===== config.mk =====
export PLATFORM = sky130hd
export DESIGN_NAME = ir_pulse_distance_transmitter_core
export DESIGN_NICKNAME = d
export VERILOG_FILES = /design/src/sv/irpdt_pkg.sv /design/src/sv/irpdt_engine.sv /design/src/sv/irpdt_obuf.sv /design/src/sv/ir_pulse_distance_transmitter_core.sv
export SDC_FILE = /design/constraint.sdc
export NUM_CORES = 1
export LEC_CHECK = 0
export BUFFER_PORTS_ARGS = -buffer_cell sky130_fd_sc_hd__buf_4
export CELL_PAD_IN_SITES_DETAIL_PLACEMENT = 1
export CELL_PAD_IN_SITES_GLOBAL_PLACEMENT = 2
export CORE_MARGIN = 10
export CORE_UTILIZATION = 31
export DETAILED_ROUTE_END_ITERATION = 10
export PLACE_DENSITY = 0.84
export SETUP_SLACK_MARGIN = 0.1
export SYNTH_ARGS = -nofsm -noshare
export SYNTH_HDL_FRONTEND = slang
export SYNTH_SLANG_ARGS = --single-unit

===== constraint.sdc =====
create_clock -name clk -period 4.9 [get_ports clk]
set_input_delay 0.245 -clock clk [delete_from_list [all_inputs] [get_ports clk]]
set_output_delay 0.245 -clock clk [all_outputs]
set_load 0.02 [all_outputs]

===== src/sv/irpdt_pkg.sv =====
// ----------------------------------------------------------------------------
// irpdt_pkg
// shared types, constants and helpers of the ir pulse-distance transmitter
// ----------------------------------------------------------------------------
package irpdt_pkg;

  localparam int FRAME_WIDTH = 64;
  localparam int BIT_IDX_W   = $clog2(FRAME_WIDTH);
  localparam int CFG_DATA_W  = 64;
  localparam int CFG_IDX_W   = 3;

  localparam logic [7:0] START_BYTE = 8'd49;

  localparam logic [8:0] RST_LEADER_MARK  = 9'd450;
  localparam logic [8:0] RST_LEADER_SPACE = 9'd157;
  localparam logic [8:0] RST_MARK         = 9'd28;
  localparam logic [8:0] RST_ZERO_SPACE   = 9'd14;
  localparam logic [8:0] RST_ONE_SPACE    = 9'd63;
  localparam logic [FRAME_WIDTH-1:0] RST_FRAME_WORD = FRAME_WIDTH'(64'd8060445446);
  localparam logic [6:0] RST_FRAME_LENGTH = 7'd33;

  typedef enum logic [CFG_IDX_W-1:0] {
    CFG_LEADER_MARK  = 3'd0,
    CFG_LEADER_SPACE = 3'd1,
    CFG_MARK         = 3'd2,
    CFG_ZERO_SPACE   = 3'd3,
    CFG_ONE_SPACE    = 3'd4,
    CFG_FRAME_WORD   = 3'd5,
    CFG_FRAME_LENGTH = 3'd6
  } cfg_idx_t;

  typedef struct packed {
    logic [8:0]             leader_mark_cycles;
    logic [8:0]             leader_space_units;
    logic [8:0]             mark_cycles;
    logic [8:0]             zero_space_units;
    logic [8:0]             one_space_units;
    logic [FRAME_WIDTH-1:0] frame_word;
    logic [6:0]             frame_length;
  } cfg_t;

  typedef struct packed {
    logic frame_done;
    logic busy_res;
    logic led_level;
  } res_t;

  // a burst of c carrier cycles, zero counted as one
  function automatic logic [9:0] burst_ticks(input logic [8:0] c);
    burst_ticks = (c == 9'd0) ? 10'd2 : {c, 1'b0};
  endfunction

endpackage


===== src/sv/irpdt_engine.sv =====
// ----------------------------------------------------------------------------
// irpdt_engine
// frame sequencer: one tick or write beat in, one result out, same cycle
// ----------------------------------------------------------------------------
module irpdt_engine
  import irpdt_pkg::*;
(
  input  logic       clk,
  input  logic       rst,
  input  logic       step,
  input  logic       req_type,
  input  logic [7:0] write_byte,
  input  cfg_t       cfg,
  output res_t       res
);

  typedef enum logic [2:0] {
    PH_IDLE, PH_LEAD_MARK, PH_LEAD_SPACE, PH_BIT_MARK, PH_BIT_SPACE, PH_TRAIL
  } phase_t;

  phase_t     phase, phase_next;
  logic [9:0] tick_count, tick_count_next;
  logic [6:0] bit_index, bit_index_next;

  logic [6:0] n_bits;
  logic [6:0] bit_inc;
  logic       cur_bit;
  logic [8:0] bit_space;
  logic [9:0] cur_ticks;
  logic [9:0] tick_inc;
  logic       is_mark;
  phase_t     after_bits, after_inc;

  always_comb begin
    n_bits    = (cfg.frame_length > 7'(FRAME_WIDTH)) ? 7'(FRAME_WIDTH) : cfg.frame_length;
    bit_inc   = bit_index + 7'd1;
    cur_bit   = cfg.frame_word[bit_index[BIT_IDX_W-1:0]];
    bit_space = cur_bit ? cfg.one_space_units : cfg.zero_space_units;
    tick_inc  = tick_count + 10'd1;
    is_mark   = (phase == PH_LEAD_MARK) || (phase == PH_BIT_MARK) || (phase == PH_TRAIL);
    after_bits = (bit_index < n_bits) ? PH_BIT_MARK : PH_TRAIL;
    after_inc  = (bit_inc < n_bits) ? PH_BIT_MARK : PH_TRAIL;
    case (phase)
      PH_LEAD_MARK:  cur_ticks = burst_ticks(cfg.leader_mark_cycles);
      PH_LEAD_SPACE: cur_ticks = {cfg.leader_space_units, 1'b0};
      PH_BIT_MARK:   cur_ticks = burst_ticks(cfg.mark_cycles);
      PH_BIT_SPACE:  cur_ticks = {bit_space, 1'b0};
      PH_TRAIL:      cur_ticks = burst_ticks(cfg.mark_cycles);
      default:       cur_ticks = 10'd0;
    endcase
  end

  always_comb begin
    phase_next      = phase;
    tick_count_next = tick_count;
    bit_index_next  = bit_index;
    res             = '0;
    if (step && req_type) begin
      if (phase == PH_IDLE && write_byte == START_BYTE) begin
        phase_next      = PH_LEAD_MARK;
        tick_count_next = 10'd0;
        bit_index_next  = 7'd0;
      end
      res.busy_res = (phase_next != PH_IDLE);
    end else if (step && phase != PH_IDLE) begin
      res.busy_res    = 1'b1;
      res.led_level   = is_mark && !tick_count[0];
      tick_count_next = tick_inc;
      if (tick_inc >= cur_ticks) begin
        tick_count_next = 10'd0;
        case (phase)
          PH_LEAD_MARK: begin
            // empty leader space is skipped
            phase_next = (cfg.leader_space_units == 9'd0) ? after_bits : PH_LEAD_SPACE;
          end
          PH_LEAD_SPACE: phase_next = after_bits;
          PH_BIT_MARK: begin
            if (bit_space == 9'd0) begin
              bit_index_next = bit_inc;
              phase_next     = after_inc;
            end else begin
              phase_next = PH_BIT_SPACE;
            end
          end
          PH_BIT_SPACE: begin
            bit_index_next = bit_inc;
            phase_next     = after_inc;
          end
          default: begin
            phase_next     = PH_IDLE;
            bit_index_next = 7'd0;
            res.frame_done = 1'b1;
          end
        endcase
      end
    end
  end

  always_ff @(posedge clk) begin
    if (rst) begin
      phase      <= PH_IDLE;
      tick_count <= 10'd0;
      bit_index  <= 7'd0;
    end else begin
      phase      <= phase_next;
      tick_count <= tick_count_next;
      bit_index  <= bit_index_next;
    end
  end

endmodule


===== src/sv/irpdt_obuf.sv =====
// ----------------------------------------------------------------------------
// irpdt_obuf
// result register with skid stage
// ----------------------------------------------------------------------------
module irpdt_obuf
  import irpdt_pkg::*;
(
  input  logic clk,
  input  logic rst,
  input  logic push,
  input  res_t push_data,
  output logic space,
  output logic out_valid,
  input  logic out_ready,
  output res_t out_data
);

  logic out_vld;
  logic skid_vld;
  res_t skid_data;
  logic load;

  assign load      = !out_vld || out_ready;
  assign space     = !skid_vld;
  assign out_valid = out_vld;

  always_ff @(posedge clk) begin
    if (rst) begin
      out_vld  <= 1'b0;
      skid_vld <= 1'b0;
    end else if (load) begin
      out_vld  <= skid_vld || push;
      skid_vld <= 1'b0;
    end else if (push) begin
      skid_vld <= 1'b1;
    end
  end

  always_ff @(posedge clk) begin
    if (load) begin
      out_data <= skid_vld ? skid_data : push_data;
    end else if (push) begin
      skid_data <= push_data;
    end
  end

endmodule


===== src/sv/ir_pulse_distance_transmitter_core.sv =====
// ----------------------------------------------------------------------------
// ir_pulse_distance_transmitter_core
// pulse-distance infrared frame transmitter driven by half-carrier ticks
// ----------------------------------------------------------------------------
//   channel  direction  contents
//   s_axis   in         tuser req_type, tdata write_byte
//   m_axis   out        tdata led_level, busy_res; tlast frame_done
//   cfg      in         write enable, register index, 64-bit data
//
// one beat per cycle unless stalled: sequencer finishes a beat in the cycle it is taken
// one result beat per input beat, held in a result register and a skid stage
// s_axis_tready drops only when both result stages are full
// rst is synchronous; it restores the default frame timing and code
// ----------------------------------------------------------------------------
module ir_pulse_distance_transmitter_core
  import irpdt_pkg::*;
(
  input  logic                  clk,
  input  logic                  rst,
  input  logic                  s_axis_tvalid,
  output logic                  s_axis_tready,
  input  logic [7:0]            s_axis_tdata,   // [7:0] write_byte
  input  logic                  s_axis_tuser,   // [0] req_type
  output logic                  m_axis_tvalid,
  input  logic                  m_axis_tready,
  output logic [7:0]            m_axis_tdata,   // [0] led_level, [1] busy_res, [7:2] zero
  output logic                  m_axis_tlast,
  input  logic                  cfg_we,
  input  logic [CFG_IDX_W-1:0]  cfg_index,
  input  logic [CFG_DATA_W-1:0] cfg_data
);

  cfg_t cfg;
  res_t step_res;
  res_t out_res;
  logic step;

  always_ff @(posedge clk) begin
    if (rst) begin
      cfg.leader_mark_cycles <= RST_LEADER_MARK;
      cfg.leader_space_units <= RST_LEADER_SPACE;
      cfg.mark_cycles        <= RST_MARK;
      cfg.zero_space_units   <= RST_ZERO_SPACE;
      cfg.one_space_units    <= RST_ONE_SPACE;
      cfg.frame_word         <= RST_FRAME_WORD;
      cfg.frame_length       <= RST_FRAME_LENGTH;
    end else if (cfg_we) begin
      case (cfg_index)
        CFG_LEADER_MARK:  cfg.leader_mark_cycles <= cfg_data[8:0];
        CFG_LEADER_SPACE: cfg.leader_space_units <= cfg_data[8:0];
        CFG_MARK:         cfg.mark_cycles        <= cfg_data[8:0];
        CFG_ZERO_SPACE:   cfg.zero_space_units   <= cfg_data[8:0];
        CFG_ONE_SPACE:    cfg.one_space_units    <= cfg_data[8:0];
        CFG_FRAME_WORD:   cfg.frame_word         <= cfg_data[FRAME_WIDTH-1:0];
        CFG_FRAME_LENGTH: cfg.frame_length       <= cfg_data[6:0];
        default:          ;
      endcase
    end
  end

  assign step = s_axis_tvalid && s_axis_tready;

  irpdt_engine u_engine (
    .clk        (clk),
    .rst        (rst),
    .step       (step),
    .req_type   (s_axis_tuser),
    .write_byte (s_axis_tdata),
    .cfg        (cfg),
    .res        (step_res)
  );

  irpdt_obuf u_obuf (
    .clk       (clk),
    .rst       (rst),
    .push      (step),
    .push_data (step_res),
    .space     (s_axis_tready),
    .out_valid (m_axis_tvalid),
    .out_ready (m_axis_tready),
    .out_data  (out_res)
  );

  assign m_axis_tdata = {6'd0, out_res.busy_res, out_res.led_level};
  assign m_axis_tlast = out_res.frame_done;

endmodule


==> impl_metrics.tcl, run 1 <==
set metrics [dict create \
    holdCritPathClass "input port to flop" \
    netlist_top_cells_area "dfxtp_1 39%, nand2_1 12%, a21oi_1 6.7%" \
    fill_cells 2693 \
    p_leak_nw 3.52 \
    synth.most_common_cell "nand2_1" \
    num_rows 55 \
    ioPinCount 92 \
    cts-root-buf "clkbuf_16" \
    yosys.area.top_type "dfxtp_1" \
    vias_per_cell 5.20 \
    first_global_vias 6643 \
    synth_top_area_share_pct 38.9 \
    setup_violations 0 \
    post-route-drc-count 0 \
    crit_fanout 8 \
    layout_min_cycle_time_ns 4.83 \
    cts_hold_buf 0 \
    arrival_ns 5.15 \
    tightest_slew_ns 0.932 \
    die_area_um2 29400 \
    drive_above_1_share_pct 20.6 \
    drt_iter0_drc 263 \
    cts_buffers 17 \
    h-tree-depth 4 \
    async_flop_share_pct 0 \
    pre_cts_ws_ns -0.0979 \
    hold_depth 3 \
    drt_first_pass_iters 4 \
    crit_type "flop to flop" \
    final_cells 1236 \
    grt_pass1_wl_um 35900 \
    finish.utilization_pct 39.2 \
    ff2ff_path_depth 20 \
    synthesis.area_um2 7100 \
    ys_types 58 \
    drv_slew 0 \
    hold_viol 0 \
    antenna_found_initial 0 \
    die_h_um 171 \
    die_w_um 171 \
    wire_per_inst_um 18.0 \
    multi_input_area_um2 4010 \
    grtUsageTotal_pct 15.3 \
    clockBufferDepth 2 \
    gp_congestion 0.792 \
    clock_skew_ns 0.0122 \
    r2r-start "u_engine.bit_index[1]" \
    postLayoutSetupSlackWorst_ns 0.0650 \
    clkLatencyLatePin_ns 0.42 \
    ys_seq_elements 144 \
    outcome "finished, final reports clean" \
    start_util_pct 31.5 \
    ir_drop_uv 213 \
    syn_to_final_growth_pct 24.7 \
    cts_tree "built" \
    worstSetupStartpoint "u_engine.bit_index[1]" \
    syn_avg_cell_area_um2 8.33 \
    required_ns 5.21 \
    grt_start_max_net_pins 68 \
    crit_path_end_kind "flop" \
    seq_area_um2 2950 \
    dp_hpwl_um 16000 \
    clkTransAtPathRegs_ns 0.06 \
    hold_ws_ns 0.0343 \
    tns_ns 0 \
    drtAntennaViolNets 0 \
    period_share_pct 98.7 \
    maxCapViolations 0 \
    seq_area_frac_synth_pct 41.4 \
    grt_overflow 0 \
    portBuffers 85 \
    layout.nets 1043 \
    hp-start "cfg_data[30]" \
    slew_headroom_pct 37.8 \
    rsz0062_at_grt "true" \
    diodes 0 \
    powerDensity_nw_per_um2 304 \
    synth_ff_type "dfxtp_1" \
    syn_inst 852 \
    max_freq_mhz 207 \
    start_kind "flop" \
    wl_um 22300 \
    core-area_um2 22600 \
    cts_sinks 144 \
    yosys-top-cells-count "232 x nand2_1, 138 x dfxtp_1, 95 x a21oi_1" \
    place_inst 1198 \
    yosysWarnings 0 \
    hold_end "cfg[37]" \
    num_vias 6422 \
    r2r-end "u_engine.bit_index[2]" \
    synth_edf_count 6 \
    reg2reg_slack_ns 0.07 \
]
-- layer usage --
layer	track usage, %	part of all wire (%)
met5	0	0
met4	5.37	2.6
met3	3.80	4.0
met2	25.5	49
met1	18.8	45
-- layout make-up --
type                    count  area share, %
clock buffers              18           4.96
multi-input cells         652           45.3
clock inverters            13           1.55
well taps                 285           4.03
flip-flops and latches    144           33.3
inverters                   7          0.297
repair buffers            117           10.6
-- repair_timing --
item                                    4_1_cts  5_1_grt
setup buffers                                 4        3
pin swaps                                     7       10
gates cloned                                  1        0
resized for setup                            24       18
endpoints found under the setup margin       20       20
-- per-stage QoR --
step                      power [mW]  area [um2]
after floorplan                 1.33        7120
after global placement          1.43        8080
after detailed placement        1.43        8080
after CTS                       2.72        8750
after global routing            2.80        8860
final                           2.69        8860
-- report_power, final --
group | internal (mW) | total, mW | switching [mW] | leakage (nW)
Sequential | 1.20 | 1.22 | 0.0185 | 1.18
Clock | 0.760 | 1.29 | 0.528 | 0.278
Combinational | 0.0820 | 0.184 | 0.102 | 2.06
Total | 2.05 | 2.69 | 0.649 | 3.52
-- flip-flops by register name (all words and copies together), names as in the netlist --
register             flops
u_engine.tick_count     10
u_obuf.out_valid         1
u_obuf.skid_data         3
u_engine.phase           3
u_obuf.out_data          3
u_engine.bit_index       7
u_obuf.skid_vld          1
cfg                    116
-- how the worst max path moves through the flow --
| stage | to | slack, ns | cells past startpoint |
|---|---|---|---|
| floorplan | u_engine.bit_index[5] | 0.12 | 19 |
| global placement | u_engine.bit_index[2] | -0.03 | 19 |
| detailed placement | u_engine.tick_count[5] | -0.1 | 17 |
| CTS | u_engine.bit_index[4] | 0.005 | 20 |
| global route | u_engine.bit_index[2] | -0.19 | 20 |
| finish | u_engine.bit_index[2] | 0.07 | 20 |
-- cell usage in the layout (no fill, tap or decap), types with 3 or more instances in the layout --
master	synthesis	final
o21ai_1	11	11
mux4_2	12	18
nor2b_1	5	5
o21ai_0	5	5
edfxtp_1	6	6
ha_1	23	22
xor2_1	7	7
buf_4	6	110
nor3_1	12	11
a31o_1	6	6
a21oi_1	95	94
dfxtp_1	138	136
inv_1	6	6
a22o_1	8	8
nor4_1	8	8
a221oi_1	8	4
nor2_4	0	6
a31oi_1	3	3
nor2_1	60	54
buf_6	4	4
a21o_1	9	9
clkbuf_16	0	17
clkinv_2	0	4
nand3b_1	7	7
a22oi_1	4	4
xnor2_1	6	6
and3_1	10	9
nand2b_1	9	9
nand3_1	44	41
nand2_1	232	232
clkinvlp_4	0	3
mux2i_1	29	28
conb_1	1	6
a221oi_2	0	4
-- kinds of logic (layout without fill, tap and decap cells) --
| family | count (synthesis) | count (layout) | share of synthesized area [%] |
|---|---|---|---|
| other | 1 | 6 | 0.0528 |
| DFF | 144 | 144 | 41.4 |
| buffers and inverters | 61 | 155 | 4.02 |
| xor gates and xnor gates | 13 | 13 | 1.60 |
| AOI/OAI and AO/OA | 163 | 163 | 14.0 |
| adders and majority gates | 23 | 23 | 4.05 |
| and+or+nand+nor | 398 | 398 | 24.4 |
| muxes | 49 | 49 | 10.4 |
-- worst max-delay path, stage by stage (launching register included) --
cell and delay [ns]:
dfxtp_4 0.36, buf_12 0.12, mux4_2 0.50, mux4_2 0.49, a22o_1 0.23, a41oi_2 0.22, buf_6 0.18, buf_4 0.12
mux2i_1 0.07, nor2_1 0.17, a221oi_2 0.07, ha_2 0.20, a2111oi_4 0.34, o21ai_1 0.11, a221o_1 0.38, a211oi_4 0.29
nand4bb_1 0.17, nor3b_4 0.28, buf_12 0.19, a211oi_2 0.05, a31o_1 0.18
No activity file was read; power rests on OpenSTA's default activity.
==> run 2, diff against run 1 <==
--- a/config.mk
+++ b/config.mk
@@ -11,7 +11,8 @@
 export CORE_MARGIN = 10
 export CORE_UTILIZATION = 31
 export DETAILED_ROUTE_END_ITERATION = 10
-export PLACE_DENSITY = 0.84
+export MAX_ROUTING_LAYER = met4
+export PLACE_DENSITY_LB_ADDON = 0.1
 export SETUP_SLACK_MARGIN = 0.1
 export SYNTH_ARGS = -nofsm -noshare
 export SYNTH_HDL_FRONTEND = slang
==> run 2 against run 1 <==
Effect of this change: worst setup slack got worse by 0.049 ns; routed wire length rose by 3.9%; cell count fell by 0.16%; first-iteration DRC count fell by 11%; combinational power rose by 2%; power rose by 2.0%; sequential share of layout area fell by 0.24 points; critical endpoint unchanged; global-route usage rose by 1.1 points; flip-flop and latch count did not move; cell area rose by 0.65%.
==> impl_metrics.tcl, run 2 (same netlist as run 1, synthesis figures left out) <==
set metrics [dict create \
    arrival_ns 5.21 \
    regMostFlops "cfg" \
    ir_drop_uv 173 \
    grtUsageTotal_pct 16.5 \
    crit_fanout 7 \
    ioPinCount 92 \
    drtAntennaViolNets 0 \
    cts-root-buf "clkbuf_16" \
    wire_per_inst_um 18.7 \
    tns_ns 0 \
    vias_per_cell 5.17 \
    crit_path_end_kind "flop" \
    outcome "finished, final reports clean" \
    num_vias 6380 \
    layout.nets 1041 \
    required_ns 5.22 \
    first_global_vias 6902 \
    top_regs "cfg x116, u_engine.tick_count x10, u_engine.bit_index x7" \
    largest_reg_flops 116 \
    layout_min_cycle_time_ns 4.88 \
    powerDensity_nw_per_um2 308 \
    drv_slew 0 \
    power_mw 2.75 \
    hold_viol 0 \
    tightest_slew_ns 0.899 \
    h-tree-depth 4 \
    finish.utilization_pct 39.5 \
    drt_iter0_drc 233 \
    max_freq_mhz 205 \
    diodes 0 \
    start_util_pct 31.5 \
    post-route-drc-count 0 \
    design_area_um2 8910 \
    cts_buffers 17 \
    grt_pass1_wl_um 37300 \
    antenna_found_initial 0 \
    fill_cells 2690 \
    clkLatencyLatePin_ns 0.43 \
    clkTransAtPathRegs_ns 0.07 \
    die_h_um 171 \
    drive_above_1_share_pct 21.1 \
    clock_skew_ns 0.00956 \
    drt_first_pass_iters 4 \
    dp_hpwl_um 16500 \
    num_rows 55 \
    syn_to_final_growth_pct 25.6 \
    maxCapViolations 0 \
    placed_area_um2 8050 \
    gp_congestion 0.862 \
    die_area_um2 29400 \
    clockBufferDepth 2 \
    holdCritPathClass "input port to flop" \
    cts_sinks 144 \
    start_kind "flop" \
    slew_headroom_pct 40.0 \
    final_cell_mix "232 x nand2_1, 136 x dfxtp_1, 104 x buf_4" \
    final_common_cell "nand2_1" \
    setup_violations 0 \
    p_leak_nw 3.53 \
    cts_tree "built" \
    die_w_um 171 \
    core-area_um2 22600 \
    grt_start_max_net_pins 66 \
    grt_overflow 0 \
    portBuffers 85 \
    crit_type "flop to flop" \
    period_share_pct 99.7 \
    rsz0062_at_grt "true" \
    wl_um 23100 \
]
-- run 2: cell count changes in the layout (fill, tap and decap cells not counted), sizes merged --
| cell | delta |
|---|---|
| and3 | +1 |
| clkinvlp | -1 |
| inv | +5 |
| dlygate4sd3 | +1 |
| clkbuf | -1 |
| buf | -4 |
| clkinv | -3 |
-- run 2: cell type report --
type / instances / area, um2 / share of cell area, %
Clock buffer: 17 / 425 / 4.77
Clock inverter: 14 / 173 / 1.94
Inverter: 7 / 26.3 / 0.295
Multi-Input combinational cell: 653 / 4050 / 45.4
Sequential cell: 144 / 2950 / 33.1
Tap cell: 285 / 357 / 4.00
Timing Repair Buffer: 114 / 935 / 10.5
-- run 2: per-stage QoR --
step / setup WS, ns / hold slack [ns] / std cells
final: 0.0163 / 0.0172 / 1234
after global routing: -0.264 / 0.0125 / 1234
after CTS: -0.000401 / 0.000209 / 1231
after detailed placement: -0.233 / 0.447 / 1192
after global placement: -0.0707 / 0.443 / 1192
after floorplan: 0.117 / 0.369 / 857
-- run 2: path summary, 6_finish.rpt --
path | start | endpoint | cells past startpoint | slack [ns]
max | u_engine.bit_index[1] | u_engine.bit_index[2] | 18 | 0.02
min | cfg_data[30] | cfg[37] | 3 | 0.02
max reg2reg | u_engine.bit_index[1] | u_engine.bit_index[2] | 18 | 0.02
min reg2reg | cfg[49] | cfg[49] | 2 | 0.45
-- run 2: metal layers --
layer  wire [um]  part of all wire, %  global-route usage [%]
met1       10400                   45                    19.2
met2       11600                   50                    28.0
met3         696                  3.0                    3.19
met4         471                  2.0                    5.22
met5           0                    0                       -
-- run 2: power breakdown --
part | switching (mW) | internal [mW] | leakage, nW
logic | 0.105 | 0.0835 | 2.06
registers | 0.0176 | 1.20 | 1.18
clock network | 0.573 | 0.767 | 0.288
total | 0.695 | 2.05 | 3.53
-- run 2: timing repair --
item / CTS / global route
pin swaps: 9 / 9
setup buffers: 6 / 2
endpoints found under the setup margin: 20 / 20
gates cloned: 1 / 1
hold buffers: 1 / 0
endpoints found under the hold margin: 1 / 0
resized for setup: 28 / 26
-- run 2: critical path: stages (launching register included) --
cell and delay, ns:
dfxtp_2 0.35, buf_12 0.12, mux4_2 0.51, mux4_2 0.48, a22o_1 0.23, a41oi_2 0.26
mux2i_1 0.26, nor2_1 0.07, a221oi_2 0.19, ha_1 0.31, a2111oi_4 0.32, o21ai_1 0.12
a221o_1 0.38, a211oi_4 0.33, nand4bb_1 0.17, nor3b_4 0.27, buf_12 0.18, a211oi_2 0.05
a31o_1 0.19
==> run 3, diff against run 2 <==
--- a/config.mk
+++ b/config.mk
@@ -5,11 +5,12 @@
 export SDC_FILE = /design/constraint.sdc
 export NUM_CORES = 1
 export LEC_CHECK = 0
+export ABC_AREA = 1
 export BUFFER_PORTS_ARGS = -buffer_cell sky130_fd_sc_hd__buf_4
 export CELL_PAD_IN_SITES_DETAIL_PLACEMENT = 1
 export CELL_PAD_IN_SITES_GLOBAL_PLACEMENT = 2
 export CORE_MARGIN = 10
-export CORE_UTILIZATION = 31
+export CORE_UTILIZATION = 29
 export DETAILED_ROUTE_END_ITERATION = 10
 export MAX_ROUTING_LAYER = met4
 export PLACE_DENSITY_LB_ADDON = 0.1
==> run 3 against run 2 <==
Effect of this change: die area grew 8.0%; combinational power up 100%; area after synthesis up 2.1%; non-clock buffer count decreased by 20; largest cell class unchanged.
==> impl_metrics.tcl, run 3 <==
set metrics [dict create \
    die_h_um 178 \
    drt_first_pass_iters 4 \
    synthesis.area_um2 7250 \
    layout.nets 1231 \
    die_area_um2 31700 \
    synthSimpleGateAreaFrac_pct 32.0 \
    multi_input_area_um2 3680 \
    hp-start "cfg_data[35]" \
    grt_pass1_wl_um 38400 \
    yosys.area.top_type "dfxtp_1" \
    synth_xor_area_share_pct 1.57 \
    num_vias 6839 \
    final_common_cell "nand2_1" \
    setup_violations 0 \
    arrival_ns 4.46 \
    postCtsSetupRepairBufs 0 \
    core-area_um2 24500 \
    post-route-drc-count 0 \
    portBuffers 85 \
    synthAdderAreaFrac_pct 3.97 \
    antenna_found_initial 0 \
    cts_tree "built" \
    yosysWarnings 0 \
    clockBufferDepth 2 \
    r2r-start "u_engine.bit_index[0]" \
    netlist_top_cells_area "dfxtp_1 38%, nand2_1 13%, nor2_1 9.3%" \
    hold_ws_ns 0.0287 \
    ir_drop_uv 188 \
    syn_inst 1061 \
    start_kind "flop" \
    synth_top_family_by_area "simple AND/OR/NAND/NOR gates" \
    powerDensity_nw_per_um2 334 \
    cts_buffers 17 \
    drv_slew 0 \
    cts_hold_buf 0 \
    reg2reg_slack_ns 0.80 \
    num_rows 57 \
    final_cell_mix "248 x nand2_1, 179 x nor2_1, 138 x dfxtp_1" \
    seq_area_um2 2940 \
    outcome "finished, final reports clean" \
    hold_end "cfg[42]" \
    slowest_stage "nor2_1" \
    design_area_um2 8670 \
    gp_congestion 0.785 \
    drive_above_1_share_pct 12.1 \
    regMostFlops "cfg" \
    crit_type "flop to flop" \
    clkLatencyLatePin_ns 0.43 \
    syn_to_final_growth_pct 19.6 \
    rsz0062_at_grt "false" \
    fill_cells 3107 \
    cts_resized 0 \
    vias_per_cell 4.67 \
    ioPinCount 92 \
    top_regs "cfg x116, u_engine.tick_count x10, u_engine.bit_index x7" \
    ff2ff_path_depth 26 \
    period_share_pct 83.8 \
    p_leak_nw 3.95 \
    postLayoutSetupSlackWorst_ns 0.796 \
    wl_um 23300 \
    max_freq_mhz 244 \
    synth_ff_type "dfxtp_1" \
    die_w_um 178 \
    start_util_pct 29.6 \
    maxCapViolations 0 \
    clock_skew_ns 0.0154 \
    largest_reg_flops 116 \
    pre_cts_ws_ns 0.776 \
    syn_avg_cell_area_um2 6.83 \
    slew_headroom_pct 28.1 \
    cp_common_cell "nand2_1" \
    tightest_slew_ns 1.08 \
    ys_types 42 \
    drtAntennaViolNets 0 \
    hold_depth 3 \
    grt_start_max_net_pins 95 \
    synth_edf_count 6 \
    grt_overflow 0 \
    max_stage_delay_ns 0.54 \
    r2r-end "u_engine.tick_count[6]" \
    drt_iter0_drc 276 \
    synth_top_area_share_pct 38.1 \
    crit_path_end_kind "flop" \
    yosys-top-cells-count "248 x nand2_1, 180 x nor2_1, 138 x dfxtp_1" \
    async_flop_share_pct 0 \
    synth_compound_area_share_pct 12.8 \
    holdCritPathClass "input port to flop" \
    diodes 0 \
    muxShareOfSynthArea_pct 0 \
    seq_area_frac_synth_pct 40.6 \
    placed_area_um2 8110 \
    cts_sinks 144 \
    layout_min_cycle_time_ns 4.10 \
    ys_seq_elements 144 \
    wire_per_inst_um 15.9 \
    required_ns 5.25 \
    clkTransAtPathRegs_ns 0.07 \
    tns_ns 0 \
    first_global_vias 7158 \
    crit_fanout 36 \
    h-tree-depth 4 \
    synth.most_common_cell "nand2_1" \
    dp_hpwl_um 16900 \
    grtUsageTotal_pct 15.5 \
    cts-root-buf "clkbuf_16" \
    hold_viol 0 \
]
run 3: cell types whose count changed after synthesis, sizes merged, moves of 9 or more:
cell / change
a21o: -9
a21oi: -50
and3: -10
inv: +89
mux2i: -29
mux4: -18
nand2: +18
nand2b: -9
nand3: +58
nor2: +121
o211ai: +10
o21ai: +81
run 3: metrics by stage:
stage	power, mW	std cells	utilization, %
2_1_floorplan	1.52	1066	-
3_3_place_gp	1.65	1432	33.1
3_5_place_dp	1.66	1432	33.1
4_1_cts	2.95	1463	35.4
5_1_grt	3.06	1463	35.4
6_report	2.90	1463	35.4
run 3: worst max path at each step:
stage,from,end
4_1_cts,u_engine.bit_index[0],u_engine.tick_count[4]
5_1_grt,u_engine.bit_index[0],u_engine.tick_count[6]
2_1_floorplan,u_engine.bit_index[1],u_engine.tick_count[2]
3_5_place_dp,u_engine.bit_index[0],u_engine.tick_count[4]
3_3_place_gp,u_engine.bit_index[0],u_engine.tick_count[1]
6_report,u_engine.bit_index[0],u_engine.tick_count[6]
run 3: cell families (layout without fill, tap and decap cells):
family	Yosys count	in the layout
xor+xnor	13	13
buf+inv	150	223
simple gates	560	560
fa+ha+maj	23	23
flops	144	144
other cells	1	6
compound gates	170	170
run 3: layer usage:
metal | vias to the layer above | share of wire [%] | track usage [%] | wire length [um]
met3 | 12 | 3.4 | 2.94 | 804
met1 | 3162 | 53 | 21.5 | 12400
met5 | - | 0 | - | 0
met2 | 94 | 43 | 22.6 | 10000
li1 | 3571 | - | - | -
met4 | 0 | 0.65 | 3.61 | 151
run 3: worst max-delay path, delay by kind of cell, from the launching register on:
kind                       cells  cell delay [ns]
adders and majority gates      1             0.29
AOI/OAI and AO/OA              5             0.63
and+or+nand+nor               16             2.09
DFF                            1             0.41
buffers and inverters          4             0.61
run 3: layout make-up:
cell class,count,share of cell area (%)
Multi-Input combinational cell,772,42.4
Sequential cell,144,34.0
Clock inverter,13,1.50
Timing Repair Buffer,94,8.14
Tap cell,324,4.68
Inverter,98,4.33
Clock buffer,18,4.95
run 3: power by group:
part	internal, mW	switching, mW	leakage [nW]	total (mW)
Sequential	1.22	0.0291	1.18	1.25
Clock	0.707	0.564	0.266	1.27
Combinational	0.140	0.238	2.51	0.378
Total	2.07	0.831	3.95	2.90
